[config.mk]
export PLATFORM = sky130hd
export DESIGN_NAME = time_sorted_bounded_table_top
export DESIGN_NICKNAME = d
export VERILOG_FILES = /design/src/tsbt_pkg.sv /design/src/time_sorted_bounded_table_top.sv /design/src/tsbt_store.sv /design/src/tsbt_seq.sv
export SDC_FILE = /design/constraint.sdc
export NUM_CORES = 1
export LEC_CHECK = 0
export BUFFER_PORTS_ARGS = -buffer_cell sky130_fd_sc_hd__buf_2
export CAP_MARGIN = 5
export CORE_MARGIN = 2
export CORE_UTILIZATION = 40
export DETAILED_ROUTE_END_ITERATION = 10
export GPL_TIMING_DRIVEN = 0
export SLEW_MARGIN = 5
export SYNTH_ARGS = -nofsm -noshare
export SYNTH_HDL_FRONTEND = slang
export SYNTH_HIERARCHICAL = 1
export SYNTH_SLANG_ARGS = --single-unit
[constraint.sdc]
create_clock -name aclk -period 7.2 [get_ports aclk]
set_clock_uncertainty 0.05 [all_clocks]
set_input_delay 0.36 -clock aclk [delete_from_list [all_inputs] [get_ports aclk]]
set_output_delay 0.36 -clock aclk [all_outputs]
set_load 0.02 [all_outputs]
[src/tsbt_pkg.sv]
// Shared types, constants and codes for the time-sorted bounded record table.
package tsbt_pkg;

    localparam int CAPACITY = 10;
    localparam int IDX_W    = (CAPACITY > 1) ? $clog2(CAPACITY) : 1;
    localparam int CNT_W    = $clog2(CAPACITY + 1);

    typedef logic [IDX_W-1:0] idx_t;
    typedef logic [CNT_W-1:0] cnt_t;

    typedef enum logic [1:0] {
        KIND_INSERT     = 2'd0,
        KIND_LOOKUP     = 2'd1,
        KIND_SET_STATUS = 2'd2,
        KIND_DELETE     = 2'd3
    } kind_t;

    typedef enum logic [1:0] {
        OUT_OK         = 2'd0,
        OUT_NOT_FOUND  = 2'd1,
        OUT_DUPLICATE  = 2'd2,
        OUT_BAD_STATUS = 2'd3
    } outcome_t;

    localparam logic [2:0] STATUS_BOARDING = 3'd0;
    localparam logic [2:0] STATUS_INVALID  = 3'd7;

    typedef struct packed {
        logic [15:0] number;
        logic [7:0]  gate;
        logic [10:0] time_min;
        logic [2:0]  status;
    } rec_t;

    typedef struct packed {
        logic en;
        idx_t addr;
        rec_t data;
    } wr_t;

    typedef struct packed {
        outcome_t outcome;
        logic     evicted;
        rec_t     rec;
    } res_t;

endpackage

[src/time_sorted_bounded_table_top.sv]
// Time-sorted bounded record table: top level with the result output register.
//
// Input channel s_*: one command per transfer (insert, lookup by number, set
// status, delete). Result channel m_*: exactly one result per command, in order.
// Up to CAPACITY records are kept sorted by time; an insert goes ahead of entries with equal time.
// A non-duplicate insert into a full table evicts the earliest record and reports it.
// A command scans all occupied entries (one per cycle), then an insert or delete
// shifts entries one per cycle through the single register file write port.
// s_ready is high only while the sequencer is idle; one command is in flight.
// The result sits in an output register, so a new command is taken while a
// result still waits; if m_ready stays low, the next result holds in the
// sequencer and input stalls behind it.
// Reset (aresetn low, synchronous) empties the table and drops any pending
// result; record contents are not cleared.
module time_sorted_bounded_table_top (
    input  logic        aclk,
    input  logic        aresetn,
    input  logic        s_valid,
    output logic        s_ready,
    input  logic [1:0]  s_kind,
    input  logic [15:0] s_record_number,
    input  logic [7:0]  s_gate,
    input  logic [10:0] s_time_minutes,
    input  logic [2:0]  s_status_code,
    output logic        m_valid,
    input  logic        m_ready,
    output logic [1:0]  m_outcome,
    output logic        m_evicted,
    output logic [15:0] m_entry_number,
    output logic [7:0]  m_entry_gate,
    output logic [10:0] m_entry_time,
    output logic [2:0]  m_entry_status
);

    tsbt_pkg::wr_t  wr;
    tsbt_pkg::idx_t rd_addr;
    tsbt_pkg::rec_t rd_data;
    tsbt_pkg::res_t res;
    logic           res_valid;
    logic           res_ready;
    logic           m_valid_reg;
    tsbt_pkg::res_t out_reg;

    tsbt_store u_store (
        .aclk    (aclk),
        .wr      (wr),
        .rd_addr (rd_addr),
        .rd_data (rd_data)
    );

    tsbt_seq u_seq (
        .aclk            (aclk),
        .aresetn         (aresetn),
        .s_valid         (s_valid),
        .s_ready         (s_ready),
        .s_kind          (s_kind),
        .s_record_number (s_record_number),
        .s_gate          (s_gate),
        .s_time_minutes  (s_time_minutes),
        .s_status_code   (s_status_code),
        .wr              (wr),
        .rd_addr         (rd_addr),
        .rd_data         (rd_data),
        .res_valid       (res_valid),
        .res_ready       (res_ready),
        .res             (res)
    );

    assign res_ready = !m_valid_reg || m_ready;

    always_ff @(posedge aclk) begin
        if (!aresetn) begin
            m_valid_reg <= 1'b0;
        end else if (res_valid && res_ready) begin
            m_valid_reg <= 1'b1;
        end else if (m_ready) begin
            m_valid_reg <= 1'b0;
        end
        if (res_valid && res_ready) begin
            out_reg <= res;
        end
    end

    assign m_valid        = m_valid_reg;
    assign m_outcome      = out_reg.outcome;
    assign m_evicted      = out_reg.evicted;
    assign m_entry_number = out_reg.rec.number;
    assign m_entry_gate   = out_reg.rec.gate;
    assign m_entry_time   = out_reg.rec.time_min;
    assign m_entry_status = out_reg.rec.status;

endmodule

[src/tsbt_store.sv]
// Record register file: one write port, one read port, no reset on contents.
module tsbt_store (
    input  logic           aclk,
    input  tsbt_pkg::wr_t  wr,
    input  tsbt_pkg::idx_t rd_addr,
    output tsbt_pkg::rec_t rd_data
);

    tsbt_pkg::rec_t entries [tsbt_pkg::CAPACITY];

    always_ff @(posedge aclk) begin
        if (wr.en) begin
            entries[wr.addr] <= wr.data;
        end
    end

    assign rd_data = entries[rd_addr];

endmodule

[src/tsbt_seq.sv]
// Sequencer: scans the table one entry per cycle, then shifts and writes entries.
module tsbt_seq (
    input  logic           aclk,
    input  logic           aresetn,
    input  logic           s_valid,
    output logic           s_ready,
    input  logic [1:0]     s_kind,
    input  logic [15:0]    s_record_number,
    input  logic [7:0]     s_gate,
    input  logic [10:0]    s_time_minutes,
    input  logic [2:0]     s_status_code,
    output tsbt_pkg::wr_t  wr,
    output tsbt_pkg::idx_t rd_addr,
    input  tsbt_pkg::rec_t rd_data,
    output logic           res_valid,
    input  logic           res_ready,
    output tsbt_pkg::res_t res
);

    typedef enum logic [2:0] {
        ST_IDLE,
        ST_SCAN,
        ST_DECIDE,
        ST_SHIFT_UP,
        ST_SHIFT_DN,
        ST_RESP
    } state_t;

    state_t           state_reg, state_next;
    tsbt_pkg::kind_t  kind_reg, kind_next;
    logic [15:0]      num_reg, num_next;
    logic [7:0]       gate_reg, gate_next;
    logic [10:0]      tm_reg, tm_next;
    logic [2:0]       st_reg, st_next;
    tsbt_pkg::cnt_t   occ_reg, occ_next;
    tsbt_pkg::cnt_t   idx_reg, idx_next;
    tsbt_pkg::cnt_t   pos_reg, pos_next;
    tsbt_pkg::cnt_t   lim_reg, lim_next;
    logic             posf_reg, posf_next;
    logic             found_reg, found_next;
    logic             ins_reg, ins_next;
    tsbt_pkg::cnt_t   slot_reg, slot_next;
    tsbt_pkg::rec_t   slot_rec_reg, slot_rec_next;
    tsbt_pkg::rec_t   first_rec_reg, first_rec_next;
    tsbt_pkg::res_t   res_reg, res_next;

    tsbt_pkg::cnt_t   idx_inc, idx_dec;
    tsbt_pkg::rec_t   new_rec, upd_rec;

    assign idx_inc = idx_reg + 1'b1;
    assign idx_dec = idx_reg - 1'b1;

    always_comb begin
        new_rec.number   = num_reg;
        new_rec.gate     = gate_reg;
        new_rec.time_min = tm_reg;
        new_rec.status   = (st_reg == tsbt_pkg::STATUS_INVALID) ?
                           tsbt_pkg::STATUS_BOARDING : st_reg;
        upd_rec          = slot_rec_reg;
        upd_rec.status   = st_reg;
    end

    always_comb begin
        state_next     = state_reg;
        kind_next      = kind_reg;
        num_next       = num_reg;
        gate_next      = gate_reg;
        tm_next        = tm_reg;
        st_next        = st_reg;
        occ_next       = occ_reg;
        idx_next       = idx_reg;
        pos_next       = pos_reg;
        lim_next       = lim_reg;
        posf_next      = posf_reg;
        found_next     = found_reg;
        ins_next       = ins_reg;
        slot_next      = slot_reg;
        slot_rec_next  = slot_rec_reg;
        first_rec_next = first_rec_reg;
        res_next       = res_reg;
        wr             = '0;
        rd_addr        = idx_reg[tsbt_pkg::IDX_W-1:0];

        case (state_reg)
            ST_IDLE: begin
                if (s_valid) begin
                    kind_next  = tsbt_pkg::kind_t'(s_kind);
                    num_next   = s_record_number;
                    gate_next  = s_gate;
                    tm_next    = s_time_minutes;
                    st_next    = s_status_code;
                    idx_next   = '0;
                    pos_next   = occ_reg;
                    posf_next  = 1'b0;
                    found_next = 1'b0;
                    state_next = ST_SCAN;
                end
            end
            ST_SCAN: begin
                if (idx_reg == occ_reg) begin
                    state_next = ST_DECIDE;
                end else begin
                    // first matching number and first entry not earlier than the new time
                    if (!found_reg && rd_data.number == num_reg) begin
                        found_next    = 1'b1;
                        slot_next     = idx_reg;
                        slot_rec_next = rd_data;
                    end
                    if (!posf_reg && !(tm_reg > rd_data.time_min)) begin
                        posf_next = 1'b1;
                        pos_next  = idx_reg;
                    end
                    if (idx_reg == '0) begin
                        first_rec_next = rd_data;
                    end
                    idx_next = idx_inc;
                end
            end
            ST_DECIDE: begin
                res_next.outcome = tsbt_pkg::OUT_OK;
                res_next.evicted = 1'b0;
                res_next.rec     = '0;
                state_next       = ST_RESP;
                if (kind_reg == tsbt_pkg::KIND_INSERT) begin
                    if (found_reg) begin
                        res_next.outcome = tsbt_pkg::OUT_DUPLICATE;
                        res_next.rec     = slot_rec_reg;
                    end else if (occ_reg < tsbt_pkg::cnt_t'(tsbt_pkg::CAPACITY)) begin
                        idx_next   = occ_reg;
                        state_next = ST_SHIFT_UP;
                    end else if (pos_reg == '0) begin
                        // new record is the earliest: it is evicted at once
                        res_next.evicted = 1'b1;
                        res_next.rec     = new_rec;
                    end else begin
                        res_next.evicted = 1'b1;
                        res_next.rec     = first_rec_reg;
                        idx_next         = '0;
                        lim_next         = pos_reg - 1'b1;
                        ins_next         = 1'b1;
                        state_next       = ST_SHIFT_DN;
                    end
                end else if (!found_reg) begin
                    res_next.outcome = tsbt_pkg::OUT_NOT_FOUND;
                end else begin
                    case (kind_reg)
                        tsbt_pkg::KIND_LOOKUP: begin
                            res_next.rec = slot_rec_reg;
                        end
                        tsbt_pkg::KIND_SET_STATUS: begin
                            if (st_reg == tsbt_pkg::STATUS_INVALID) begin
                                res_next.outcome = tsbt_pkg::OUT_BAD_STATUS;
                                res_next.rec     = slot_rec_reg;
                            end else begin
                                wr.en        = 1'b1;
                                wr.addr      = slot_reg[tsbt_pkg::IDX_W-1:0];
                                wr.data      = upd_rec;
                                res_next.rec = upd_rec;
                            end
                        end
                        default: begin
                            // delete: close the gap from the slot upward
                            res_next.rec = slot_rec_reg;
                            idx_next     = slot_reg;
                            lim_next     = occ_reg - 1'b1;
                            ins_next     = 1'b0;
                            occ_next     = occ_reg - 1'b1;
                            state_next   = ST_SHIFT_DN;
                        end
                    endcase
                end
            end
            ST_SHIFT_UP: begin
                if (idx_reg == pos_reg) begin
                    wr.en      = 1'b1;
                    wr.addr    = pos_reg[tsbt_pkg::IDX_W-1:0];
                    wr.data    = new_rec;
                    occ_next   = occ_reg + 1'b1;
                    state_next = ST_RESP;
                end else begin
                    rd_addr  = idx_dec[tsbt_pkg::IDX_W-1:0];
                    wr.en    = 1'b1;
                    wr.addr  = idx_reg[tsbt_pkg::IDX_W-1:0];
                    wr.data  = rd_data;
                    idx_next = idx_dec;
                end
            end
            ST_SHIFT_DN: begin
                if (idx_reg == lim_reg) begin
                    if (ins_reg) begin
                        wr.en   = 1'b1;
                        wr.addr = lim_reg[tsbt_pkg::IDX_W-1:0];
                        wr.data = new_rec;
                    end
                    state_next = ST_RESP;
                end else begin
                    rd_addr  = idx_inc[tsbt_pkg::IDX_W-1:0];
                    wr.en    = 1'b1;
                    wr.addr  = idx_reg[tsbt_pkg::IDX_W-1:0];
                    wr.data  = rd_data;
                    idx_next = idx_inc;
                end
            end
            ST_RESP: begin
                if (res_ready) begin
                    state_next = ST_IDLE;
                end
            end
            default: begin
                state_next = ST_IDLE;
            end
        endcase
    end

    always_ff @(posedge aclk) begin
        if (!aresetn) begin
            state_reg <= ST_IDLE;
            occ_reg   <= '0;
        end else begin
            state_reg <= state_next;
            occ_reg   <= occ_next;
        end
        kind_reg      <= kind_next;
        num_reg       <= num_next;
        gate_reg      <= gate_next;
        tm_reg        <= tm_next;
        st_reg        <= st_next;
        idx_reg       <= idx_next;
        pos_reg       <= pos_next;
        lim_reg       <= lim_next;
        posf_reg      <= posf_next;
        found_reg     <= found_next;
        ins_reg       <= ins_next;
        slot_reg      <= slot_next;
        slot_rec_reg  <= slot_rec_next;
        first_rec_reg <= first_rec_next;
        res_reg       <= res_next;
    end

    assign s_ready   = (state_reg == ST_IDLE);
    assign res_valid = (state_reg == ST_RESP);
    assign res       = res_reg;

endmodule
# After elaboration in Yosys (flattened, before gate mapping)

Memory sizes are Yosys's and may differ from the RTL's.
Index checks and enable logic that the tools add are counted.

Output and inout bits: 43
RAM bits: 380
Memories kept: 1
Bits in registers: 225
Word-level logic and storage cells: 179
Input bits: 44

Reduce and logical (&&, ||, !) cells: 28
Multiplexer cells: 75
$lt $le $gt $ge: 2
Add/subtract/negate cells: 5
Equality and inequality tests: 31
Bitwise gates (word level): 2

Memory list:

| name            | words | bits a word | rd ports | clocked after Yosys merged registers in | write ports | line            | text |
|---|---|---|---|---|---|---|---|
| u_store.entries | 10    | 38          | 1        | 0                                       | 1           | tsbt_store.sv:9 | `tsbt_pkg::rec_t entries [tsbt_pkg::CAPACITY];` |

Operators with widths:

| kind                  | count |
|---|---|
| $mux W43              | 6 |
| $mux W38              | 5 |
| $pmux W43 S3          | 1 |
| $mux W4               | 21 |
| $mux W42              | 1 |
| $mux W3               | 12 |
| $pmux W4 S2           | 3 |
| $ne A2 B1 Y1 const B  | 10 |
| $pmux W4 S5           | 1 |
| $pmux W3 S6           | 1 |
| $mux W1               | 17 |
| $eq A16 B16 Y1        | 1 |
| $eq A4 B4 Y1          | 3 |
| $sub A4 B1 Y4 const B | 3 |
| $gt A11 B11 Y1        | 1 |
| $mux W2               | 5 |
| $ne A2 B2 Y1 const B  | 5 |
| $reduce_and A5 Y1     | 2 |
| $eq A3 B3 Y1 const B  | 3 |
| $add A4 B1 Y4 const B | 2 |
| $logic_not A4 Y1      | 2 |
| $reduce_and A4 Y1     | 2 |
| $reduce_bool A2 Y1    | 4 |
| $reduce_and A7 Y1     | 1 |
| other kinds (22)      | 31 |

# Longest topological paths before layout

An unclocked memory read counts as a cell.

Word-level depth: 10
Mapped depth: 20
Mapped depth without buffers: 15

# Cells and area by module

Netlist, hierarchy kept.

By module, submodules not included:

| module                        | seq. area each (µm²) | instances | cells each | area each (µm²) |
|---|---|---|---|---|
| tsbt_store                    | 11,410.9             | 1         | 787        | 14,899.3 |
| tsbt_seq                      | 5,425.2              | 1         | 794        | 9,255.1 |
| time_sorted_bounded_table_top | 1,251.2              | 1         | 46         | 1,288.7 |

# Worst setup path after synthesis

Ideal clock, no wire load.

Path type: flip-flop to flip-flop
Start: register u_seq.state_reg[1]
End: register u_seq/slot_rec_reg[0] in the netlist's numbering (enable)
Setup slack: 1.471 ns
Stages on the path, launching flop included: 18
Required time: 6.704 ns
Arrival time: 5.233 ns
Library setup time: 0.446 ns
Period minus slack after synthesis: 5.729 ns
Path buffers: 6
Cell sequence: dfxtp_1 buf_4 or3b_1 a41oi_2 or2_1 buf_2 buf_6 xnor2_1 buf_4 buf_6 buf_8 mux2i_1 a22o_1 o31ai_1 xor2_1 nor4_1 nand4_1 nor2b_1

RTL lines:

| what                   | line            | text |
|---|---|---|
| start, declared        | tsbt_seq.sv:29  | `state_t state_reg, state_next;` |
| start signal, assigned | tsbt_seq.sv:220 | `state_reg <= state_next;` |
| end signal, assigned   | tsbt_seq.sv:235 | `slot_rec_reg <= slot_rec_next;` |
| end, declared          | tsbt_seq.sv:43  | `tsbt_pkg::rec_t slot_rec_reg, slot_rec_next;` |

==> impl_metrics.ini <==
[yosys]
ys_seq_elements = 605
async_reset_ff_share_pct = 0
ys_seq_area_share_pct = 71.1
yosys.cell_types.count = 66
syn-num-nets = 1690
postSynthCellCount = 1627
syn_area_um2 = 25400
synth_edf_count = 597
avgSynthCellArea_um2 = 15.6
synth_fa_ha_area_share_pct = 0.934
synth_top_family_by_area = multiplexers
yosys_warnings = 6
synthMuxAreaShare_pct = 10.1
yosys.area_share.simple_pct = 5.01
synth_compound_area_share_pct = 8.77
synth_ff_type = edfxtp_1
synth_xor_xnor_area_share_pct = 1.44

[global_routing]
grt_max_degree = 47
grt_pass1_vias = 15200
grt_use_met1_pct = 29.4
grt_usage_pct = 21.4
overflow = 0
antenna_found_initial = 0
busiest_layer = met2
grt_pass1_wl_mm = 103
grt_util_met3_pct = 4.12
grtUsageMet2_pct = 33.6

[pwr]
ir_drop_mv = 0.314
p_leak_uw = 0.0106
p_per_area_nw_per_um2 = 458

[finish]
syn_to_final_growth_pct = 18.5
layout-drive-gt1-share_pct = 22.2
final_nets = 1916
largest_reg_flops = 380
layout_common_cells = 597 x edfxtp_1, 153 x nand2_1, 126 x mux2i_1
layout_commonest_cell = edfxtp_1
final_area_um2 = 30100

[cts]
clkLatencyLatePin_ns = 0.62
clk_path_buf_depth = 3
cts.clk_slew.worst_paths_ns = 0.06
cts-root-buf = clkbuf_16
clock-sinks = 605
cts_tree = built
htree_levels = 3
cts_made_buffers = 66
cts_setup_buffers = 0

[floorplan]
initial_core_util_pct = 40.4
dieArea_um2 = 65600
io_pins = 87
coreArea_um2 = 63000
die_w_um = 256
fp.dieH_um = 256
num_rows = 92

[placed_design]
dpl.hpwl_mm = 49.0
dp_slack_ns = 0.409
io_buffers = 86
place_area_um2 = 27600
place.gp.congestion = 0.952

[timing]
finalCritPeriodShare_pct = 94.7
setup_slack_ns = 0.381
finalHoldViolations = 0
period_needed_ns = 6.82
setup_viol = 0
holdWs_ns = 0.208
rsz0062_at_grt = no
slew_headroom_pct = 18.2
tightest_slew_ns = 1.22
max_freq_mhz = 147
final_max_slew_viol_count = 0
fin_tns_setup_ns = 0

[worst_setup_path]
arrival_ns = 7.02
start_kind = flop
crit_type = flop to flop
cp_max_fo = 10
required_ns = 7.40
worst_setup_path_end_kind = flop
rrSetupSlack_ns = 0.38

[route]
routed_via_density = 5.56
drt_iter0_drc = 1568
drt_pre_antenna_iters = 8
num_vias = 15300
ant_nets = 0
routed_wl_mm = 70.8
detail_route.wl_per_cell_um = 25.8
drc = 0

[status]
status = finished, final reports clean

[job]
cap_violations = 0

[hold_path]
hold_path.class = input port to flop
-- cells in the mapped netlist (14+ instances only) --
master | n | area (um^2)
a21oi_1 | 53 | 265
a22o_1 | 42 | 368
a311o_1 | 23 | 230
buf_2 | 26 | 130
clkbuf_1 | 48 | 180
edfxtp_1 | 597 | 17900
ha_1 | 19 | 238
inv_1 | 35 | 131
mux2_2 | 117 | 1320
mux2i_1 | 126 | 1260
nand2_1 | 153 | 574
nand3_1 | 31 | 155
nor2_1 | 25 | 93.8
o21ai_0 | 40 | 200
o21ai_1 | 14 | 70.1
o22ai_1 | 39 | 244
o31ai_1 | 23 | 173
o31ai_2 | 17 | 213
xnor2_1 | 17 | 149
xor2_1 | 21 | 184
-- per-layer routing --
layer  vias up  part of all wire [%]
li1       6806                     -
met1      7693                    43
met2       658                    46
met3       129                   7.0
met4         0                   3.5
met5         -                     0
-- final timing paths --
path | startpoint | to | cells past startpoint
worst max register to register | u_seq/idx_reg[2] | u_seq/pos_reg[3] | 17
worst min-delay path | s_valid | u_seq/found_reg | 3
worst max-delay path | u_seq/idx_reg[2] | u_seq/pos_reg[3] | 17
worst min register to register | u_seq/res[40] | m_outcome[1] | 0
-- area by class of cell --
type                    count  area (um^2)
diodes                      1         2.50
plain buffers              99          517
clock buffers              83         1840
clock inverters            34          310
fillers                  5393        32800
inverters                  40          150
multi-input cells         883         6780
flip-flops and latches    605        18100
well taps                 846         1060
repair buffers            158         1400
-- where the power goes --
group | internal (uW) | switching, uW
Combinational | 1950 | 3670
Clock | 1990 | 1370
Sequential | 4660 | 163
Total | 8610 | 5210
-- timing repair --
action	CTS	global route
setup endpoints to repair	0	26
resized for setup	0	2
hold buffers	42	0
endpoints found under the hold margin	41	0
-- stage by stage --
| stage | power [uW] | utilization, % | instances |
|---|---|---|---|
| 2_1_floorplan | 8440 | - | 1627 |
| 3_3_place_gp | 10300 | 42.8 | 2559 |
| 3_5_place_dp | 10400 | 43.8 | 2588 |
| 4_1_cts | 13800 | 47.8 | 2747 |
| 5_1_grt | 14400 | 47.9 | 2748 |
| 6_report | 13800 | 47.9 | 2749 |
-- worst max-delay path, cell delays in order (launching register included) --
cell	delay, ns
edfxtp_1	0.55
xnor2_1	0.35
and4_1	0.26
buf_6	0.17
clkbuf_1	0.45
nor3_1	0.12
a211oi_1	0.69
nor2_1	0.14
clkbuf_1	0.40
clkbuf_1	0.42
a22o_1	0.31
o31ai_1	0.90
inv_1	0.12
ha_1	0.32
nand3_1	0.10
nor3_1	0.26
nand4_1	0.23
a31oi_1	0.54
-- logic make-up (layout without fill, tap and decap cells) --
| group | Yosys count | in the layout |
|---|---|---|
| simple gates | 278 | 278 |
| fa+ha+maj | 19 | 19 |
| xor+xnor | 40 | 40 |
| flops | 605 | 605 |
| other cells | 0 | 1 |
| compound gates | 303 | 303 |
| buf+inv | 139 | 414 |
| mux | 243 | 243 |
No activity file was read; power rests on OpenSTA's default activity.
